<file path="config.mk">
export PLATFORM = sky130hd
export DESIGN_NAME = abc_quality_radical
export DESIGN_NICKNAME = d
export VERILOG_FILES = /design/src/rtl/aqr_pkg.sv /design/src/rtl/abc_quality_radical.sv /design/src/rtl/aqr_mul.sv /design/src/rtl/aqr_div.sv
export SDC_FILE = /design/constraint.sdc
export NUM_CORES = 2
export LEC_CHECK = 0
export ABC_AREA = 1
export BUFFER_PORTS_ARGS = -buffer_cell sky130_fd_sc_hd__buf_2
export CAP_MARGIN = 10
export CORE_MARGIN = 10
export CORE_UTILIZATION = 65
export CTS_CLUSTER_DIAMETER = 200
export DETAILED_ROUTE_END_ITERATION = 12
export HOLD_SLACK_MARGIN = 0.08
export PLACE_DENSITY_LB_ADDON = 0.05
export SETUP_SLACK_MARGIN = 0.02
export SYNTH_ARGS = -nofsm -noshare
export SYNTH_HDL_FRONTEND = slang
export SYNTH_SLANG_ARGS = --single-unit
</file>
<file path="constraint.sdc">
create_clock -name clk -period 9.9 [get_ports clk]
set_input_delay 1.485 -clock clk [delete_from_list [all_inputs] [get_ports clk]]
set_output_delay 1.485 -clock clk [all_outputs]
set_load 0.005 [all_outputs]
</file>
<file path="src/rtl/aqr_pkg.sv">
// ----------------------------------------------------------------------------
// aqr_pkg
// Shared widths, defaults and status codes of the abc quality radical block.
// ----------------------------------------------------------------------------
package aqr_pkg;

	localparam int VAL_W       = 32;
	localparam int Q_W         = 21;
	localparam int ST_W        = 2;
	localparam int D_W         = 17;
	localparam int E_W         = 5;
	localparam int Q_SHIFT     = 16;
	localparam int IN_TDATA_W  = 96;
	localparam int OUT_TDATA_W = 56;

	localparam int DEF_PRIME_LIMIT  = 65536;
	localparam int DEF_PRODUCT_BITS = 32;
	localparam int DEF_FRAC_BITS    = 16;

	localparam logic [Q_W-1:0] Q_MAX = 21'h1FFFFF;

	localparam logic [ST_W-1:0] ST_OK    = 2'd0;
	localparam logic [ST_W-1:0] ST_OVF   = 2'd1;
	localparam logic [ST_W-1:0] ST_UNDEF = 2'd2;

endpackage

</file>
<file path="src/rtl/abc_quality_radical.sv">
// ----------------------------------------------------------------------------
// abc_quality_radical
// Radical of a*b*c and the quality log2(c)/log2(rad) in unsigned Q5.16.
// ----------------------------------------------------------------------------
// One beat on s_axis carries a, b and c; one beat on m_axis carries the
// radical, the quality and a status (0 ok, 1 overflow, 2 undefined).
// s_axis_tready is high only while the sequencer is idle: one item at a time.
// The product is formed on a shared multiplier, then trial division runs by
// 2 and the odd numbers up to PRIME_LIMIT, stopping once d*d exceeds the
// cofactor. Each division step runs on the shared bit-serial divider, so
// the trial loop sets the latency, longest when n is a large prime. Two
// fixed-point logs and a final divide follow.
// The result sits in an output register; the next item is accepted while it
// waits. If the receiver still stalls when the next result is done, the
// sequencer holds that result until the register frees.
// Reset clears the sequencer and the output valid; no clearing pass.
// ----------------------------------------------------------------------------
module abc_quality_radical import aqr_pkg::*; #(
	parameter int PRIME_LIMIT  = DEF_PRIME_LIMIT,
	parameter int PRODUCT_BITS = DEF_PRODUCT_BITS,
	parameter int FRAC_BITS    = DEF_FRAC_BITS
) (
	input  logic                   clk,
	input  logic                   arst_n,
	input  logic                   s_axis_tvalid,
	output logic                   s_axis_tready,
	// value_a [31:0], value_b [63:32], value_c [95:64]
	input  logic [IN_TDATA_W-1:0]  s_axis_tdata,
	output logic                   m_axis_tvalid,
	input  logic                   m_axis_tready,
	// radical [31:0], quality_q16 [52:32], status [54:53], zero [55]
	output logic [OUT_TDATA_W-1:0] m_axis_tdata
);

	localparam int LW  = FRAC_BITS + E_W;
	localparam int NW  = (LW + Q_SHIFT > VAL_W) ? LW + Q_SHIFT : VAL_W;
	localparam int DW  = (LW > D_W) ? LW : D_W;
	localparam int CW  = $clog2(NW + 1);
	localparam int FCW = $clog2(FRAC_BITS);

	typedef enum logic [4:0] {
		S_IDLE, S_MUL_AB, S_CHK_AB, S_MUL_N, S_CHK_N, S_TD_SQ, S_TD_CHK,
		S_TD_START, S_TD_DIV, S_TD_RMUL, S_TD_RMUL_W, S_TAIL, S_TAIL_MUL,
		S_TAIL_W, S_RAD_CHK, S_LOG_NORM, S_LOG_SQ, S_LOG_SQ_W, S_Q_START,
		S_Q_DIV, S_FINISH
	} state_t;

	state_t             state_q;
	logic [VAL_W-1:0]   a_q, b_q, c_q, n_q, rad_q, m_q;
	logic [D_W-1:0]     d_q;
	logic               hit_q;
	logic [E_W-1:0]     e_q;
	logic [FRAC_BITS-1:0] frac_q;
	logic [FCW-1:0]     cnt_q;
	logic               lsel_q;
	logic [LW-1:0]      lc_q, lr_q;
	logic [Q_W-1:0]     qual_q;
	logic [ST_W-1:0]    st_q;
	logic               out_valid_q;
	logic [VAL_W-1:0]   out_rad_q;
	logic [Q_W-1:0]     out_qual_q;
	logic [ST_W-1:0]    out_st_q;

	logic [VAL_W-1:0]   mul_a, mul_b;
	logic [2*VAL_W-1:0] prod;
	logic               div_start;
	logic [CW-1:0]      div_steps;
	logic [NW-1:0]      div_dividend;
	logic [DW-1:0]      div_divisor;
	logic               div_done;
	logic [NW-1:0]      div_quot;
	logic [DW-1:0]      div_rem;
	logic [VAL_W:0]     sq;
	logic [FRAC_BITS-1:0] frac_nx;
	logic [VAL_W-1:0]   m_nx;

	aqr_mul u_mul (
		.clk     (clk),
		.op_a    (mul_a),
		.op_b    (mul_b),
		.product (prod)
	);

	aqr_div #(.NW(NW), .DW(DW), .CW(CW)) u_div (
		.clk       (clk),
		.arst_n    (arst_n),
		.start     (div_start),
		.steps     (div_steps),
		.dividend  (div_dividend),
		.divisor   (div_divisor),
		.done      (div_done),
		.quotient  (div_quot),
		.remainder (div_rem)
	);

	always_comb begin
		mul_a = a_q;
		mul_b = b_q;
		unique case (state_q)
			S_MUL_N: begin
				mul_a = n_q;
				mul_b = c_q;
			end
			S_TD_SQ: begin
				mul_a = VAL_W'(d_q);
				mul_b = VAL_W'(d_q);
			end
			S_TD_RMUL: begin
				mul_a = rad_q;
				mul_b = VAL_W'(d_q);
			end
			S_TAIL_MUL: begin
				mul_a = rad_q;
				mul_b = n_q;
			end
			S_LOG_SQ: begin
				mul_a = m_q;
				mul_b = m_q;
			end
			default: begin
				mul_a = a_q;
				mul_b = b_q;
			end
		endcase
	end

	always_comb begin
		div_start    = (state_q == S_TD_START) || (state_q == S_Q_START);
		div_steps    = CW'(VAL_W);
		div_dividend = NW'(n_q) << (NW - VAL_W);
		div_divisor  = DW'(d_q);
		if (state_q == S_Q_START) begin
			div_steps    = CW'(LW + Q_SHIFT);
			div_dividend = NW'({lc_q, {Q_SHIFT{1'b0}}}) << (NW - LW - Q_SHIFT);
			div_divisor  = DW'(lr_q);
		end
	end

	assign sq      = prod[2*VAL_W-1:VAL_W-1];
	assign frac_nx = {frac_q[FRAC_BITS-2:0], sq[VAL_W]};
	assign m_nx    = sq[VAL_W] ? sq[VAL_W:1] : sq[VAL_W-1:0];

	always_ff @(posedge clk or negedge arst_n) begin
		if (!arst_n) begin
			state_q     <= S_IDLE;
			a_q         <= '0;
			b_q         <= '0;
			c_q         <= '0;
			n_q         <= '0;
			rad_q       <= '0;
			m_q         <= '0;
			d_q         <= '0;
			hit_q       <= 1'b0;
			e_q         <= '0;
			frac_q      <= '0;
			cnt_q       <= '0;
			lsel_q      <= 1'b0;
			lc_q        <= '0;
			lr_q        <= '0;
			qual_q      <= '0;
			st_q        <= ST_OK;
			out_valid_q <= 1'b0;
			out_rad_q   <= '0;
			out_qual_q  <= '0;
			out_st_q    <= ST_OK;
		end else begin
			if (state_q == S_FINISH && (!out_valid_q || m_axis_tready)) begin
				out_valid_q <= 1'b1;
			end else if (m_axis_tready) begin
				out_valid_q <= 1'b0;
			end
			unique case (state_q)
				S_IDLE: begin
					if (s_axis_tvalid) begin
						a_q     <= s_axis_tdata[VAL_W-1:0];
						b_q     <= s_axis_tdata[2*VAL_W-1:VAL_W];
						c_q     <= s_axis_tdata[3*VAL_W-1:2*VAL_W];
						qual_q  <= '0;
						state_q <= S_MUL_AB;
					end
				end
				S_MUL_AB: state_q <= S_CHK_AB;
				S_CHK_AB: begin
					if (a_q == '0 || b_q == '0 || c_q == '0) begin
						rad_q   <= '0;
						st_q    <= ST_UNDEF;
						state_q <= S_FINISH;
					end else if (prod[2*VAL_W-1:PRODUCT_BITS] != '0) begin
						rad_q   <= '0;
						st_q    <= ST_OVF;
						state_q <= S_FINISH;
					end else begin
						n_q     <= prod[VAL_W-1:0];
						state_q <= S_MUL_N;
					end
				end
				S_MUL_N: state_q <= S_CHK_N;
				S_CHK_N: begin
					if (prod[2*VAL_W-1:PRODUCT_BITS] != '0) begin
						rad_q   <= '0;
						st_q    <= ST_OVF;
						state_q <= S_FINISH;
					end else begin
						n_q     <= prod[VAL_W-1:0];
						rad_q   <= VAL_W'(1);
						d_q     <= D_W'(2);
						hit_q   <= 1'b0;
						state_q <= S_TD_SQ;
					end
				end
				S_TD_SQ: state_q <= S_TD_CHK;
				S_TD_CHK: begin
					if (d_q > D_W'(PRIME_LIMIT) || prod > (2*VAL_W)'(n_q)) begin
						state_q <= S_TAIL;
					end else begin
						state_q <= S_TD_START;
					end
				end
				S_TD_START: state_q <= S_TD_DIV;
				S_TD_DIV: begin
					if (div_done) begin
						if (div_rem == '0) begin
							n_q   <= div_quot[VAL_W-1:0];
							hit_q <= 1'b1;
							state_q <= hit_q ? S_TD_START : S_TD_RMUL;
						end else begin
							hit_q   <= 1'b0;
							d_q     <= d_q + ((d_q == D_W'(2)) ? D_W'(1) : D_W'(2));
							state_q <= S_TD_SQ;
						end
					end
				end
				S_TD_RMUL: state_q <= S_TD_RMUL_W;
				S_TD_RMUL_W: begin
					rad_q   <= prod[VAL_W-1:0];
					state_q <= S_TD_START;
				end
				S_TAIL: state_q <= (n_q > VAL_W'(1)) ? S_TAIL_MUL : S_RAD_CHK;
				S_TAIL_MUL: state_q <= S_TAIL_W;
				S_TAIL_W: begin
					rad_q   <= prod[VAL_W-1:0];
					state_q <= S_RAD_CHK;
				end
				S_RAD_CHK: begin
					if (rad_q <= VAL_W'(1)) begin
						st_q    <= ST_UNDEF;
						state_q <= S_FINISH;
					end else begin
						st_q    <= ST_OK;
						m_q     <= c_q;
						e_q     <= E_W'(VAL_W - 1);
						frac_q  <= '0;
						lsel_q  <= 1'b0;
						state_q <= S_LOG_NORM;
					end
				end
				S_LOG_NORM: begin
					if (m_q[VAL_W-1]) begin
						cnt_q   <= '0;
						state_q <= S_LOG_SQ;
					end else begin
						m_q <= {m_q[VAL_W-2:0], 1'b0};
						e_q <= e_q - E_W'(1);
					end
				end
				S_LOG_SQ: state_q <= S_LOG_SQ_W;
				S_LOG_SQ_W: begin
					cnt_q <= cnt_q + FCW'(1);
					if (cnt_q == FCW'(FRAC_BITS - 1)) begin
						if (!lsel_q) begin
							lc_q    <= {e_q, frac_nx};
							m_q     <= rad_q;
							e_q     <= E_W'(VAL_W - 1);
							frac_q  <= '0;
							lsel_q  <= 1'b1;
							state_q <= S_LOG_NORM;
						end else begin
							lr_q    <= {e_q, frac_nx};
							state_q <= S_Q_START;
						end
					end else begin
						frac_q  <= frac_nx;
						m_q     <= m_nx;
						state_q <= S_LOG_SQ;
					end
				end
				S_Q_START: state_q <= S_Q_DIV;
				S_Q_DIV: begin
					if (div_done) begin
						qual_q  <= (div_quot > NW'(Q_MAX)) ? Q_MAX : div_quot[Q_W-1:0];
						state_q <= S_FINISH;
					end
				end
				S_FINISH: begin
					if (!out_valid_q || m_axis_tready) begin
						out_rad_q   <= rad_q;
						out_qual_q  <= qual_q;
						out_st_q    <= st_q;
						state_q     <= S_IDLE;
					end
				end
				default: state_q <= S_IDLE;
			endcase
		end
	end

	assign s_axis_tready = (state_q == S_IDLE);
	assign m_axis_tvalid = out_valid_q;
	assign m_axis_tdata  = {1'b0, out_st_q, out_qual_q, out_rad_q};

endmodule

</file>
<file path="src/rtl/aqr_mul.sv">
// ----------------------------------------------------------------------------
// aqr_mul
// Shared 32x32 multiplier with registered product.
// ----------------------------------------------------------------------------
module aqr_mul import aqr_pkg::*; (
	input  logic               clk,
	input  logic [VAL_W-1:0]   op_a,
	input  logic [VAL_W-1:0]   op_b,
	output logic [2*VAL_W-1:0] product
);

	always_ff @(posedge clk) begin
		product <= op_a * op_b;
	end

endmodule

</file>
<file path="src/rtl/aqr_div.sv">
// ----------------------------------------------------------------------------
// aqr_div
// Shared restoring divider, one quotient bit per cycle. The dividend is
// aligned to the top; steps gives the number of quotient bits to form.
// ----------------------------------------------------------------------------
module aqr_div import aqr_pkg::*; #(
	parameter int NW = 37,
	parameter int DW = 21,
	parameter int CW = $clog2(NW + 1)
) (
	input  logic          clk,
	input  logic          arst_n,
	input  logic          start,
	input  logic [CW-1:0] steps,
	input  logic [NW-1:0] dividend,
	input  logic [DW-1:0] divisor,
	output logic          done,
	output logic [NW-1:0] quotient,
	output logic [DW-1:0] remainder
);

	logic [NW-1:0] work_q;
	logic [DW-1:0] rem_q;
	logic [DW-1:0] div_q;
	logic [CW-1:0] cnt_q;
	logic          busy_q;
	logic          done_q;
	logic [DW:0]   trial;
	logic [DW:0]   diff;
	logic          ge;

	assign trial = {rem_q, work_q[NW-1]};
	assign ge    = trial >= {1'b0, div_q};
	assign diff  = trial - {1'b0, div_q};

	always_ff @(posedge clk or negedge arst_n) begin
		if (!arst_n) begin
			work_q <= '0;
			rem_q  <= '0;
			div_q  <= '0;
			cnt_q  <= '0;
			busy_q <= 1'b0;
			done_q <= 1'b0;
		end else begin
			done_q <= 1'b0;
			if (start) begin
				work_q <= dividend;
				rem_q  <= '0;
				div_q  <= divisor;
				cnt_q  <= steps;
				busy_q <= 1'b1;
			end else if (busy_q) begin
				work_q <= {work_q[NW-2:0], ge};
				rem_q  <= ge ? diff[DW-1:0] : trial[DW-1:0];
				cnt_q  <= cnt_q - CW'(1);
				if (cnt_q == CW'(1)) begin
					busy_q <= 1'b0;
					done_q <= 1'b1;
				end
			end
		end
	end

	assign done      = done_q;
	assign quotient  = work_q;
	assign remainder = rem_q;

endmodule

</file>
==> reports/metrics.cfg <==
[outcome]
run_status = finished with violations
violations = DRC, slew limit

[worst_setup_path]
critical_path.max_stage_delay_ns = 1.29
worst_path_most_repeated_cell = sky130_fd_sc_hd__fa_1
worstSetupPathType = flip-flop to flip-flop
worst_ep_required_time_ns = 10.44
worst_ep_arrival_time_ns = 10.22
path_max_fanout = 25
startpoint_type = flip-flop
critical_path.slowest_cell = sky130_fd_sc_hd__a221oi_1
timing.critical_path.to_type = flip-flop

[logic_synthesis]
post-synth-top-area-fraction_pct = 30.2
post-synth-top-area-cell = sky130_fd_sc_hd__fa_1
yosys_register_bits = 512
synthesis.area_per_instance_sq_um = 8.04
synth.top_cells.by_area = sky130_fd_sc_hd__fa_1 (30%), sky130_fd_sc_hd__dfrtp_1 (19%), sky130_fd_sc_hd__inv_1 (10%), sky130_fd_sc_hd__nand2_1 (9.0%), sky130_fd_sc_hd__ha_1 (6.8%)
ys.flop_type = sky130_fd_sc_hd__dfrtp_1
async_flop_share_pct = 87.5
syn-num-nets = 8721
yosysWarnings = 0
number_of_enable_type_register_cells_in_the_synthesized_netlist = 0
cell_count_after_synthesis = 7401
post_synth_instance_area_sq_um = 59500
netlist-cell-type-count = 62
yosysSeqAreaShare_pct = 21.0

[clock_tree]
post-cts-setup-buffers = 0
clk_pin_slew_worst_paths_ns = 0.07
cts_hold_repair.buffers = 0
clk-insertion-delay-late_ns = 0.70
tritoncts.num_buffers = 58
cts-resized-gates = 0
ctsRootBufferMaster = sky130_fd_sc_hd__clkbuf_16
tritoncts = done
clock-sinks = 512
cts_buffer_depth = 3
htree_levels = 2

[detailed_routing]
drt-pass1-iter-count = 12
antenna_left = 0
num_vias = 55000
avgRoutedWirePerCell_microns = 27.4
drc = 1
via_per_instance_ratio = 6.25
drtIter0Drc = 7152
detail_route.wirelength_mm = 242

[place]
total_of_buffers_placed_on_input_and_output_ports = 156
gp_congestion = 1.11
hpwl_mm = 194
placement.setup.worst_slack_ns = 0.587
dpl.cell_count = 8683

[timing]
fin_hold_ws_ns = 0.475
timing.final.crit_share_pct = 97.8
setup_violating_endpoint_count_in_the_final_report = 0
maxClockFrequency_ghz = 0.103
final_hold_vio_count = 0
setup_total_negative_slack_ns = 0
timing_worst_slew_pin_value_ns = 1.62
clock-skew-final_ns = 0.0629
timing.max_slew.rel_slack_pct = -7.99
finalWorstSetupSlack_ns = 0.215
slew_violations = 1
timing.final.crit_period_ns = 9.69
grt_setup_unrepaired = false

[floorplanning]
fp.dieArea_sq_um = 104000
die_height_microns = 323
ioPinCount = 158
rows = 110
start_util_pct = 65.8
coreArea_sq_um = 90400
fp.dieW_microns = 323

[cells_and_area]
mostFrequentLayoutCell = sky130_fd_sc_hd__inv_1
finalNetCount = 8887
final-instance-count-excl-fill = 8802
drive_above_1_share_pct = 8.93
fillerInstances = 7032
syn_to_final_growth_pct = 8.44
most_frequent_cells_in_the_layout = sky130_fd_sc_hd__inv_1 (1603), sky130_fd_sc_hd__nand2_1 (1430), sky130_fd_sc_hd__fa_1 (898), sky130_fd_sc_hd__nor2_1 (833), sky130_fd_sc_hd__dfrtp_1 (448)

[grt]
gr-total-overflow = 0
vias_in_the_first_global_route = 55800
grt_first_pass_wirelength_mm = 355
initial_antenna_violation_count = 21
grt_use_total_pct = 46.8
grt_max_degree = 184

[worst_hold_path]
holdCritPathClass = flip-flop to flip-flop

[job]
cap_violations = 0

kinds of logic after synthesis:
group | count (synthesis) | synth area share [%]
and+or+nand+nor | 2612 | 17.6
buffers and inverters | 1960 | 13.1
adders and majority gates | 1220 | 37.0
AOI/OAI and AO/OA | 996 | 9.75
DFF | 512 | 21.0
xor gates and xnor gates | 76 | 1.12
muxes | 24 | 0.452
other | 1 | 0.00630
path summary, 6_finish.rpt:
| kind | startpoint | to | slack [ns] | depth (start not counted) |
|---|---|---|---|---|
| setup / recovery | state_q[1] | u_mul.product[63] | 0.21 | 29 |
| hold / removal | n_q[28] | n_q[28] | 0.48 | 2 |
| setup reg to reg | state_q[1] | u_mul.product[63] | 0.21 | 29 |
| hold reg to reg | n_q[28] | n_q[28] | 0.48 | 2 |
| max in group asynchronous | arst_n | qual_q[17] | 7.46 | 2 |
| min in group asynchronous | arst_n | u_div.remainder[16] | 0.86 | 1 |
metrics by stage:
step	utilization, %	instance area, sq um
6_report	71.4	64500
5_1_grt	71.3	64500
4_1_cts	71.3	64500
3_5_place_dp	69.0	62400
3_3_place_gp	69.0	62400
2_1_floorplan	-	59500
critical path: cells and delay by family (launching register included):
kind            cells  cell delay (ns)
simple gates        9             1.09
buf+inv             6             1.25
flops               1             0.49
fa+ha+maj           9             4.34
compound gates      5             2.30
cell type report:
type | instances | area [sq um] | share of cell area [%]
Multi-Input combinational cell | 4929 | 39400 | 61.0
Sequential cell | 512 | 12500 | 19.4
Inverter | 1653 | 6220 | 9.63
Timing Repair Buffer | 413 | 2850 | 4.41
Clock buffer | 73 | 1640 | 2.54
Tap cell | 1176 | 1470 | 2.28
Clock inverter | 37 | 487 | 0.754
Antenna cell | 9 | 22.5 | 0.0349
synthesized netlist by cell type (10+ instances only):
cell and count:
sky130_fd_sc_hd__inv_1 1603, sky130_fd_sc_hd__nand2_1 1434, sky130_fd_sc_hd__fa_1 898, sky130_fd_sc_hd__nor2_1 836
sky130_fd_sc_hd__dfrtp_1 448, sky130_fd_sc_hd__o21ai_0 392, sky130_fd_sc_hd__ha_1 322, sky130_fd_sc_hd__a21oi_1 279
sky130_fd_sc_hd__nand3_1 165, sky130_fd_sc_hd__buf_2 144, sky130_fd_sc_hd__clkbuf_1 116, sky130_fd_sc_hd__o22ai_1 100
sky130_fd_sc_hd__nand4_1 72, sky130_fd_sc_hd__dfxtp_1 64, sky130_fd_sc_hd__xor2_1 60, sky130_fd_sc_hd__a221oi_1 45
sky130_fd_sc_hd__o211ai_1 43, sky130_fd_sc_hd__inv_2 41, sky130_fd_sc_hd__nor3_1 32, sky130_fd_sc_hd__buf_4 28
sky130_fd_sc_hd__mux2_2 23, sky130_fd_sc_hd__o2111ai_1 19, sky130_fd_sc_hd__o21ai_1 19, sky130_fd_sc_hd__a31oi_1 17
sky130_fd_sc_hd__buf_6 16, sky130_fd_sc_hd__xnor2_1 16, sky130_fd_sc_hd__a21o_1 15, sky130_fd_sc_hd__nor4_1 15
sky130_fd_sc_hd__or2_2 14, sky130_fd_sc_hd__o21ai_2 13, sky130_fd_sc_hd__o31ai_1 10, sky130_fd_sc_hd__or2_1 10
sequential cells by signal, summed over array words and instances (netlist names), 32 cells and up:
| name | flops |
|---|---|
| u_div.quotient | 37 |
| rad_q | 32 |
| a_q | 32 |
| m_q | 32 |
| n_q | 32 |
| out_rad_q | 32 |
| c_q | 32 |
| u_mul.product | 64 |
| b_q | 32 |
routing by layer:
| layer | global-route usage (%) | routed length, microns |
|---|---|---|
| met3 | 16.9 | 33200 |
| met4 | 39.3 | 26200 |
| met5 | 1.28 | 404 |
| met1 | 54.3 | 79700 |
| met2 | 68.7 | 102000 |
Power is left out: the tool's default activity adds up to more than one toggle a clock period on the data nets, which glitch-free logic cannot reach.
